**src/design/deq_pkg.sv**
```systemverilog
// ----------------------------------------------------------------------------
// deq_pkg
// Shared types, constants and helpers for the deduplicating event queue.
// ----------------------------------------------------------------------------
package deq_pkg;

    // Number of queue slots (1 to 64).
    localparam int DEPTH   = 8;
    localparam int PTR_W   = (DEPTH > 1) ? $clog2(DEPTH) : 1;
    localparam int CNT_W   = $clog2(DEPTH + 1);

    localparam int ID_W    = 16;
    localparam int STAT_W  = 8;
    localparam int WORD_W  = ID_W + STAT_W;
    localparam int OUT_W   = 3;

    localparam logic OP_PUT = 1'b0;
    localparam logic OP_GET = 1'b1;

    localparam logic [OUT_W-1:0] OUT_STORED = 3'd0;
    localparam logic [OUT_W-1:0] OUT_DUP    = 3'd1;
    localparam logic [OUT_W-1:0] OUT_FULL   = 3'd2;
    localparam logic [OUT_W-1:0] OUT_POPPED = 3'd3;
    localparam logic [OUT_W-1:0] OUT_EMPTY  = 3'd4;

    typedef logic [PTR_W-1:0] ptr_t;
    typedef logic [CNT_W-1:0] cnt_t;

    // One result beat handed from the sequencer to the output register.
    typedef struct packed {
        logic [OUT_W-1:0]  outcome;
        logic [ID_W-1:0]   popped_event_id;
        logic [STAT_W-1:0] popped_status;
    } result_t;

    // Advance a slot pointer round the ring.
    function automatic ptr_t ptr_inc(input ptr_t p);
        ptr_t r;
        if (p == PTR_W'(DEPTH - 1))
        begin
            r = '0;
        end
        else
        begin
            r = p + PTR_W'(1);
        end
        return r;
    endfunction

endpackage

```
**src/design/deq_ram.sv**
```systemverilog
// ----------------------------------------------------------------------------
// deq_ram
// Simple dual-port synchronous RAM: one write port, one read port with a
// registered read.
// ----------------------------------------------------------------------------
module deq_ram #(
    parameter  int WIDTH = 24,
    parameter  int DEPTH = 8,
    localparam int AW    = (DEPTH > 1) ? $clog2(DEPTH) : 1
) (
    input  logic             clk,
    input  logic             wr_en,
    input  logic [AW-1:0]    wr_addr,
    input  logic [WIDTH-1:0] wr_data,
    input  logic             rd_en,
    input  logic [AW-1:0]    rd_addr,
    output logic [WIDTH-1:0] rd_data
);

    logic [WIDTH-1:0] mem [DEPTH];
    logic [WIDTH-1:0] rd_data_reg;

    always_ff @(posedge clk)
    begin
        if (wr_en)
        begin
            mem[wr_addr] <= wr_data;
        end
    end

    always_ff @(posedge clk)
    begin
        if (rd_en)
        begin
            rd_data_reg <= mem[rd_addr];
        end
    end

    assign rd_data = rd_data_reg;

endmodule

```
**src/design/deq_ctrl.sv**
```systemverilog
// ----------------------------------------------------------------------------
// deq_ctrl
// Queue sequencer: ring pointers, fill count, duplicate scan over the slot
// memory and pop, one input beat at a time.
// ----------------------------------------------------------------------------
module deq_ctrl
    import deq_pkg::*;
(
    input  logic              clk,
    input  logic              rst_n,
    input  logic              in_valid,
    output logic              in_stall,
    input  logic              opcode,
    input  logic [ID_W-1:0]   event_id,
    input  logic [STAT_W-1:0] event_status,
    output logic              res_valid,
    output result_t           res,
    input  logic              res_take
);

    localparam logic [1:0] ST_IDLE   = 2'd0;
    localparam logic [1:0] ST_SCAN   = 2'd1;
    localparam logic [1:0] ST_POP    = 2'd2;
    localparam logic [1:0] ST_RESULT = 2'd3;

    logic [1:0]        state_reg,    state_next;
    ptr_t              head_reg,     head_next;
    ptr_t              tail_reg,     tail_next;
    ptr_t              scan_ptr_reg, scan_ptr_next;
    ptr_t              scan_idx_reg, scan_idx_next;
    cnt_t              count_reg,    count_next;
    logic [ID_W-1:0]   id_reg,       id_next;
    logic [STAT_W-1:0] stat_reg,     stat_next;
    result_t           res_reg,      res_next;

    logic              wr_en;
    ptr_t              wr_addr;
    logic [WORD_W-1:0] wr_data;
    logic              rd_en;
    ptr_t              rd_addr;
    logic [WORD_W-1:0] rd_data;

    logic              scan_last;
    logic              full;

    deq_ram #(
        .WIDTH (WORD_W),
        .DEPTH (DEPTH)
    ) u_ram (
        .clk     (clk),
        .wr_en   (wr_en),
        .wr_addr (wr_addr),
        .wr_data (wr_data),
        .rd_en   (rd_en),
        .rd_addr (rd_addr),
        .rd_data (rd_data)
    );

    assign scan_last = (CNT_W'(scan_idx_reg) == (count_reg - CNT_W'(1)));
    assign full      = (count_reg == CNT_W'(DEPTH));

    always_comb
    begin
        state_next    = state_reg;
        head_next     = head_reg;
        tail_next     = tail_reg;
        scan_ptr_next = scan_ptr_reg;
        scan_idx_next = scan_idx_reg;
        count_next    = count_reg;
        id_next       = id_reg;
        stat_next     = stat_reg;
        res_next      = res_reg;
        wr_en         = 1'b0;
        wr_addr       = tail_reg;
        wr_data       = {id_reg, stat_reg};
        rd_en         = 1'b0;
        rd_addr       = head_reg;

        unique case (state_reg)
            ST_IDLE:
            begin
                if (in_valid)
                begin
                    id_next   = event_id;
                    stat_next = event_status;
                    if (opcode == OP_GET)
                    begin
                        if (count_reg == '0)
                        begin
                            res_next   = '{OUT_EMPTY, '0, '0};
                            state_next = ST_RESULT;
                        end
                        else
                        begin
                            rd_en      = 1'b1;
                            state_next = ST_POP;
                        end
                    end
                    else if (count_reg == '0)
                    begin
                        // nothing to compare against: store straight away
                        wr_en      = 1'b1;
                        wr_data    = {event_id, event_status};
                        tail_next  = ptr_inc(tail_reg);
                        count_next = count_reg + CNT_W'(1);
                        res_next   = '{OUT_STORED, '0, '0};
                        state_next = ST_RESULT;
                    end
                    else
                    begin
                        rd_en         = 1'b1;
                        scan_ptr_next = ptr_inc(head_reg);
                        scan_idx_next = '0;
                        state_next    = ST_SCAN;
                    end
                end
            end

            ST_SCAN:
            begin
                if (rd_data[WORD_W-1 -: ID_W] == id_reg)
                begin
                    res_next   = '{OUT_DUP, '0, '0};
                    state_next = ST_RESULT;
                end
                else if (scan_last)
                begin
                    if (full)
                    begin
                        res_next = '{OUT_FULL, '0, '0};
                    end
                    else
                    begin
                        wr_en      = 1'b1;
                        tail_next  = ptr_inc(tail_reg);
                        count_next = count_reg + CNT_W'(1);
                        res_next   = '{OUT_STORED, '0, '0};
                    end
                    state_next = ST_RESULT;
                end
                else
                begin
                    rd_en         = 1'b1;
                    rd_addr       = scan_ptr_reg;
                    scan_ptr_next = ptr_inc(scan_ptr_reg);
                    scan_idx_next = scan_idx_reg + PTR_W'(1);
                end
            end

            ST_POP:
            begin
                res_next   = '{OUT_POPPED, rd_data[WORD_W-1 -: ID_W],
                               rd_data[STAT_W-1:0]};
                head_next  = ptr_inc(head_reg);
                count_next = count_reg - CNT_W'(1);
                state_next = ST_RESULT;
            end

            ST_RESULT:
            begin
                if (res_take)
                begin
                    state_next = ST_IDLE;
                end
            end

            default:
            begin
                state_next = ST_IDLE;
            end
        endcase
    end

    always_ff @(posedge clk or negedge rst_n)
    begin
        if (!rst_n)
        begin
            state_reg    <= ST_IDLE;
            head_reg     <= '0;
            tail_reg     <= '0;
            scan_ptr_reg <= '0;
            scan_idx_reg <= '0;
            count_reg    <= '0;
        end
        else
        begin
            state_reg    <= state_next;
            head_reg     <= head_next;
            tail_reg     <= tail_next;
            scan_ptr_reg <= scan_ptr_next;
            scan_idx_reg <= scan_idx_next;
            count_reg    <= count_next;
        end
    end

    always_ff @(posedge clk)
    begin
        id_reg   <= id_next;
        stat_reg <= stat_next;
        res_reg  <= res_next;
    end

    assign in_stall  = (state_reg != ST_IDLE);
    assign res_valid = (state_reg == ST_RESULT);
    assign res       = res_reg;

endmodule

```
**src/design/dedup_event_queue.sv**
```systemverilog
// ----------------------------------------------------------------------------
// dedup_event_queue
// Small first-in first-out queue of diagnostic events that drops duplicates.
// ----------------------------------------------------------------------------
// Usage:
//   Input channel (in_valid / in_stall) carries one request per beat: a put
//   (opcode 0) of event_id with event_status, or a get (opcode 1). Each
//   request yields exactly one result beat on the output channel
//   (out_valid / out_stall): outcome, plus popped_event_id and popped_status
//   on a successful pop (zero otherwise).
//   Entries sit in a ring held in a one-read one-write slot memory; a put
//   reads the queued entries one per cycle and compares ids (a put to an
//   empty queue stores at once); a get reads the head entry from memory,
//   then forms its result. The result then moves into the output register,
//   so the next request is accepted while that beat waits downstream. The
//   memory read port sets the rate.
//   Reset clears the fill count and ring pointers: the queue starts empty at
//   once, with no clearing pass. Slot contents are not reset.
//   When the receiver stalls, the output beat holds; one more result may
//   finish inside the sequencer, after which in_stall stays high.
// ----------------------------------------------------------------------------
module dedup_event_queue
    import deq_pkg::*;
(
    input  logic              clk,
    input  logic              rst_n,
    input  logic              in_valid,
    output logic              in_stall,
    input  logic              opcode,
    input  logic [ID_W-1:0]   event_id,
    input  logic [STAT_W-1:0] event_status,
    output logic              out_valid,
    input  logic              out_stall,
    output logic [OUT_W-1:0]  outcome,
    output logic [ID_W-1:0]   popped_event_id,
    output logic [STAT_W-1:0] popped_status
);

    logic    res_valid;
    result_t res;
    logic    res_take;

    logic    out_valid_reg, out_valid_next;
    result_t out_reg,       out_next;

    deq_ctrl u_ctrl (
        .clk          (clk),
        .rst_n        (rst_n),
        .in_valid     (in_valid),
        .in_stall     (in_stall),
        .opcode       (opcode),
        .event_id     (event_id),
        .event_status (event_status),
        .res_valid    (res_valid),
        .res          (res),
        .res_take     (res_take)
    );

    // Take a finished result whenever the output register is empty or its
    // beat leaves this cycle.
    assign res_take = res_valid && (!out_valid_reg || !out_stall);

    always_comb
    begin
        out_valid_next = out_valid_reg;
        out_next       = out_reg;
        if (res_take)
        begin
            out_valid_next = 1'b1;
            out_next       = res;
        end
        else if (out_valid_reg && !out_stall)
        begin
            // beat delivered, nothing to refill with
            out_valid_next = 1'b0;
        end
    end

    always_ff @(posedge clk or negedge rst_n)
    begin
        if (!rst_n)
        begin
            out_valid_reg <= 1'b0;
        end
        else
        begin
            out_valid_reg <= out_valid_next;
        end
    end

    // Payload needs no reset: hold while stalled, load on take.
    always_ff @(posedge clk)
    begin
        out_reg <= out_next;
    end

    assign out_valid       = out_valid_reg;
    assign outcome         = out_reg.outcome;
    assign popped_event_id = out_reg.popped_event_id;
    assign popped_status   = out_reg.popped_status;

endmodule

```
**config.mk**
```make
export PLATFORM = sky130hd
export DESIGN_NAME = dedup_event_queue
export DESIGN_NICKNAME = d
export VERILOG_FILES = /design/src/design/deq_pkg.sv /design/src/design/deq_ram.sv /design/src/design/deq_ctrl.sv /design/src/design/dedup_event_queue.sv
export SDC_FILE = /design/constraint.sdc
export NUM_CORES = 1
export LEC_CHECK = 0
export BUFFER_PORTS_ARGS = -buffer_cell sky130_fd_sc_hd__buf_2
export CAP_MARGIN = 20
export CORE_MARGIN = 1
export CORE_UTILIZATION = 65
export CTS_CLUSTER_DIAMETER = 50
export DETAILED_ROUTE_END_ITERATION = 8
export PLACE_DENSITY = 0.81
export SLEW_MARGIN = 20
export SYNTH_ARGS = -nofsm -noshare
export SYNTH_HDL_FRONTEND = slang
export SYNTH_SLANG_ARGS = --single-unit
export TNS_END_PERCENT = 50
```
**constraint.sdc**
```tcl
create_clock -name clk -period 9.9 [get_ports clk]
set_clock_uncertainty 0.2 [all_clocks]
set_input_delay 1.98 -clock clk [delete_from_list [all_inputs] [get_ports clk]]
set_output_delay 1.98 -clock clk [all_outputs]
set_load 0.1 [all_outputs]
```
* Word-level counts from Yosys, hierarchy flattened
Memory sizes are Yosys's and may differ from the RTL's. A register that Yosys moved wholly into a read port is not among the register bits.
Index checks and enable logic that the tools add are counted.
** Word-level totals
- Memories :: 1
- Logic and storage cells :: 126
- Input bits :: 29
- Flip-flop bits (word level) :: 97
- Output and inout port bits :: 29
- Bits in writable memories :: 192
** Memories
- u_ctrl.u_ram.mem :: depth 8, bits a word 24, read ports 1, clocked after Yosys merged registers in 1, write ports 1, RTL line deq_ram.sv:20 : logic [WIDTH-1:0] mem [DEPTH];
** Operators by class
- Equal/unequal tests :: 19
- Add/subtract/negate cells :: 6
- Muxes and demuxes :: 68
- Reductions and logical operators :: 17
** Operators with widths (count)
- $mux 27 :: 6
- $mux 24 :: 4
- $pmux 27 s3 :: 1
- $mux 3 :: 22
- $mux 26 :: 1
- $mux 4 :: 6
- $pmux 3 s2 :: 3
- $eq 16x16->1 :: 1
- $mux 1 :: 15
- $reduce_and 7->1 :: 2
- $add 3x1->3 const B :: 4
- $mux 2 :: 6
- $ne 2x2->1 const B :: 6
- $pmux 4 s3 :: 1
- $eq 3x3->1 const B :: 3
- $pmux 2 s4 :: 1
- $ne 2x1->1 const B :: 3
- $reduce_and 6->1 :: 1
- $reduce_bool 2->1 :: 3
- $add 4x1->4 const B :: 1
- $eq 2x2->1 const B :: 2
- $eq 3x4->1 :: 1
- $eq 4x4->1 const B :: 1
- $logic_not 4->1 :: 1
- 12 further kinds :: 15

* Depth between registers and ports, before layout
- Depth in word-level cells :: 7
- Depth in mapped cells :: 12
- Gate-level depth less buffers :: 9

* Cells and area by module
From an unflattened synthesis, not the netlist that was laid out.
** Second synthesis, totals
- Cell total of the unflattened synthesis :: 615
- Area total of the unflattened synthesis :: 12528.3 sq um
** Modules (own cells, without submodules)
- deq_ram :: area each 8050.2 sq um, cells an instance 314, times used 1, sequential area each 6486.2 sq um
- deq_ctrl :: area each 3623.5 sq um, cells an instance 271, times used 1, sequential area each 1981.9 sq um
- dedup_event_queue :: area each 854.6 sq um, cells an instance 30, times used 1, sequential area each 835.8 sq um

* Worst setup path after synthesis
OpenSTA, ideal clock, no wires.
- Kind :: input-to-reg
- From :: input in_valid
- To :: memory u_ctrl.u_ram.mem[0][0], enable pin
- Required time :: 9265 ps
- Library setup time :: 435 ps
- Arrival time :: 4492 ps
- Slack :: 4772 ps
- Path buffers :: 0
- Stages :: 5
- Cell sequence :: nand2_1 > nor3_1 > a31o_2 > nand2b_1 > nor3_1
** On the way
- Cells in the longest elaborated chain, start to end :: 4
** RTL lines
- start: declaration :: RTL line dedup_event_queue.sv:27 : input logic in_valid,
- $mux 1 :: RTL line deq_ctrl.sv:82 : if (in_valid)
- $pmux 1 s2 :: RTL line deq_ctrl.sv:79 : unique case (state_reg)
- $mux 1 :: RTL line deq_ram.sv:25 : if (wr_en)
- $mux 1 (not written as such) :: RTL line deq_ram.sv:27 : mem[wr_addr] <= wr_data;
- end: declaration :: RTL line deq_ram.sv:20
No other way between the ends.

* Final worst setup path
- From :: register u_ctrl.count_reg[0]
- To :: register u_ctrl.u_ram.rd_data_reg[14] (netlist: u_ctrl.u_ram.rd_data[14]), read port of u_ctrl.u_ram.mem, data pin
** On the way
- Cells in the longest elaborated chain, start to end :: 5
- Elaborated cells on any way between the ends :: 11
- Classes of those cells :: 1 x add/sub; 1 x eq/ne; 8 x mux; 1 x reduce/logical
** RTL lines
- start: declaration :: RTL line deq_ctrl.sv:31 : cnt_t count_reg, count_next;
- start signal: assignment :: RTL line deq_ctrl.sv:192 : count_reg <= count_next;
- $sub 4x1->4 :: RTL line deq_ctrl.sv:59 : assign scan_last = (CNT_W'(scan_idx_reg) == (count_reg - CNT_W'(1)));
- $eq 3x4->1 :: RTL line deq_ctrl.sv:59
- $mux 1 or $mux 3 (tied branches) :: RTL line deq_ctrl.sv:126 : else if (scan_last)
- $mux 1 or $mux 3 (tied branches) :: RTL line deq_ctrl.sv:121 : if (rd_data[WORD_W-1 -: ID_W] == id_reg)
- $pmux 1 s2 or $mux 3 (tied branches) :: RTL line deq_ctrl.sv:79
- end: declaration :: RTL line deq_ram.sv:21 : logic [WIDTH-1:0] rd_data_reg;
Parallel ways exist; a longest one is shown, timed or not.
A chain may end at the register's enable or synchronous reset.

==> impl_metrics.json <==
{
  "clk_path_buf_depth": 3,
  "synth-simple-area-share_pct": 6.32,
  "htreeDepth": 1,
  "worstSetupEndpointType": "flip-flop",
  "vdd_drop_max_uv": 206,
  "cp.arrival_ns": 4.79,
  "cpPeakStageDelay_ns": 0.65,
  "grt_overflow_total": 0,
  "synth_fa_ha_area_share_pct": 1.40,
  "drt_drc_violations_left": 0,
  "slew_headroom_pct": 24.7,
  "slowest_stage": "or2_2",
  "post_synth_mux_area_share_pct": 2.66,
  "period_minus_slack_ns": 4.69,
  "cp.required_ns": 10.00,
  "fin_crit_sh_pct": 47.4,
  "fin_nets": 1034,
  "drive_above_1_share_pct": 17.8,
  "final_cell_mix": "edfxtp_1, nand2_1, buf_2, a311oi_1, o21ai_0",
  "initial_core_util_pct": 66.5,
  "reg2reg_setup_slack_ns": 5.21,
  "routabilityCongestion": 0.794,
  "drtIter0Drc": 1139,
  "path_class": "reg2reg",
  "powerDensity_mw_per_mm2": 350,
  "worst-path-max-fanout": 38,
  "synth_top_family_by_area": "compound AO/OA/AOI/OAI gates",
  "power.leakage_nw": 5.15,
  "fmax_mhz": 213,
  "syn_inst": 951,
  "hold_violations": 0,
  "multiInputGateArea_mm2": 0.00382,
  "power_w": 0.00528,
  "die_x_um": 146,
  "cp-startpoint": "u_ctrl.count_reg[0]$_DFFE_PN0P_",
  "crit_path_end": "u_ctrl.u_ram.rd_data[14]$_DFFE_PP_",
  "wirelength_um": 31500,
  "seq_area_frac_synth_pct": 69.2,
  "path_clk_slew_ns": 0.06,
  "r2r_start": "u_ctrl.count_reg[0]$_DFFE_PN0P_",
  "cts_tree": "built",
  "worstSkewPairLatency_ns": 0.55,
  "r2r_cells": 11,
  "seq_area_mm2": 0.00930,
  "grt_setup_unrepaired": "false",
  "cts_hold_buf": 0,
  "worstMarginPinSlew_ns": 1.12,
  "syn_area_mm2": 0.0134,
  "synth_edf_count": 294,
  "grt_pass1_vias": 8722,
  "grt_pass1_wl_um": 48900,
  "final_common_cell": "edfxtp_1",
  "cts_sinks": 313,
  "start_kind": "flip-flop",
  "dr.pass1.iters": 6,
  "synth_cell_types": 51,
  "die-area_mm2": 0.0213,
  "viasPerCell": 6.81,
  "synth_async_sr_flop_share_pct": 6.07,
  "synth-compound-area-share_pct": 15.6,
  "dpl.hpwl_um": 18100,
  "stdcell_count": 1285,
  "synth.avg_cell_area_um2": 14.1,
  "vias": 8746,
  "port_buffers": 57,
  "hold_class": "reg2reg",
  "largest_reg_flops": 192,
  "ios": 58,
  "syn2layout_area_growth_pct": 12.2,
  "setup_viol": 0,
  "fin_area_mm2": 0.0151,
  "dpl.cell_count": 1227,
  "dpl_cell_area_mm2": 0.0140,
  "path_cells": "inv_1 > ha_1 > xor2_1 > or4bb_1 > a31o_2 > a21oi_2 > buf_4 > or2_2 > buf_4 > a221oi_1 > a31o_1",
  "ctsResizeCount": 0,
  "numCtsBuffers": 31,
  "fillers": 1200,
  "grt_max_degree": 73,
  "tns_ns": 0,
  "antenna_found_initial": 1,
  "die_y_um": 146,
  "cts_root_buf": "clkbuf_16",
  "post_cts_buffers": 0,
  "routedWlPerCell_um": 24.5,
  "grtUsageTotal_pct": 30.1,
  "slew_viol_final": 0,
  "syn_nets": 995,
  "status": "finished, final reports clean",
  "placementRows": 52,
  "yosys_warnings": 0,
  "cpMostUsedCell": "buf_4",
  "synth_xor_area_share_pct": 1.50,
  "max_cap_viol_count": 0,
  "timing.rr.end": "u_ctrl.u_ram.rd_data[14]$_DFFE_PP_",
  "ys_seq_elements": 313,
  "postRouteAntennaNets": 0,
  "core_area_mm2": 0.0202,
  "ys.flop_type": "edfxtp_1"
}
-- through the flow --
| step | setup WS, ns | hold WS [ns] | utilization (%) |
|---|---|---|---|
| 2_1_floorplan | 4.77 | 0.200 | - |
| 3_3_place_gp | 5.43 | 0.201 | 69.4 |
| 3_5_place_dp | 5.28 | 0.207 | 69.4 |
| 4_1_cts | 5.26 | 0.223 | 74.5 |
| 5_1_grt | 5.01 | 0.230 | 74.5 |
| 6_report | 5.21 | 0.222 | 74.5 |
-- logic make-up after synthesis --
| kind of cell | after synthesis |
|---|---|
| buffers and inverters | 107 |
| adder cells (fa/ha/maj) | 15 |
| AND/OR/NAND/NOR | 181 |
| multiplexers | 32 |
| AO/OA/AOI/OAI | 280 |
| flip-flops | 313 |
| XOR/XNOR | 23 |
-- final cells by class --
class                           instances  area share, %
Inverter                               34          0.846
Tap cell                              270           2.24
Clock inverter                         19           1.53
Sequential cell                       313           61.7
Antenna cell                            1         0.0166
Clock buffer                           38           5.32
Timing Repair Buffer                   79           3.01
Multi-Input combinational cell        531           25.4
-- how the worst min path moves through the flow --
stage                        startpoint                             to  cells past startpoint
3_3_place_gp   u_ctrl.res[16]$_DFFE_PP_   popped_event_id[8]$_DFFE_PP_                      0
3_5_place_dp   u_ctrl.res[21]$_DFFE_PP_  popped_event_id[13]$_DFFE_PP_                      0
5_1_grt        u_ctrl.res[21]$_DFFE_PP_  popped_event_id[13]$_DFFE_PP_                      0
2_1_floorplan  u_ctrl.res[24]$_DFFE_PP_           outcome[0]$_DFFE_PP_                      0
6_report        u_ctrl.res[9]$_DFFE_PP_   popped_event_id[1]$_DFFE_PP_                      0
4_1_cts         u_ctrl.res[4]$_DFFE_PP_     popped_status[4]$_DFFE_PP_                      0
-- worst max-delay path, delay by kind of cell (launching register included) --
| family | cells | cell delay (ns) |
|---|---|---|
| AOI/OAI and AO/OA | 4 | 1.22 |
| xor gates and xnor gates | 1 | 0.16 |
| adders and majority gates | 1 | 0.24 |
| buffers and inverters | 3 | 0.99 |
| DFF | 1 | 0.42 |
| and+or+nand+nor | 2 | 1.17 |
-- per-layer routing --
layer / wire length (µm) / global-route usage (%) / vias to the layer above / share of wire, %
met5: 12 / 0 / - / 0.038
met4: 928 / 10.9 / 2 / 2.9
met3: 2840 / 4.48 / 93 / 9.0
met2: 15400 / 49.1 / 526 / 49
met1: 12200 / 41.7 / 4311 / 39
li1: - / - / 3814 / -
-- cell usage after synthesis, types with 28 or more instances --
cell type	count	area share, %
inv_1	32	0.89
edfxtp_1	294	66
clkbuf_1	56	1.6
a21oi_1	30	1.1
a311oi_1	48	3.1
nand2_1	90	2.5
mux2_2	30	2.5
o21ai_0	40	1.5
nand3_1	28	1.0
-- where the power goes --
part           switching [W]  internal (W)
Combinational        0.00149      0.000625
Sequential          0.000136       0.00184
Clock               0.000481      0.000706
(Power assumes the default switching activity.)
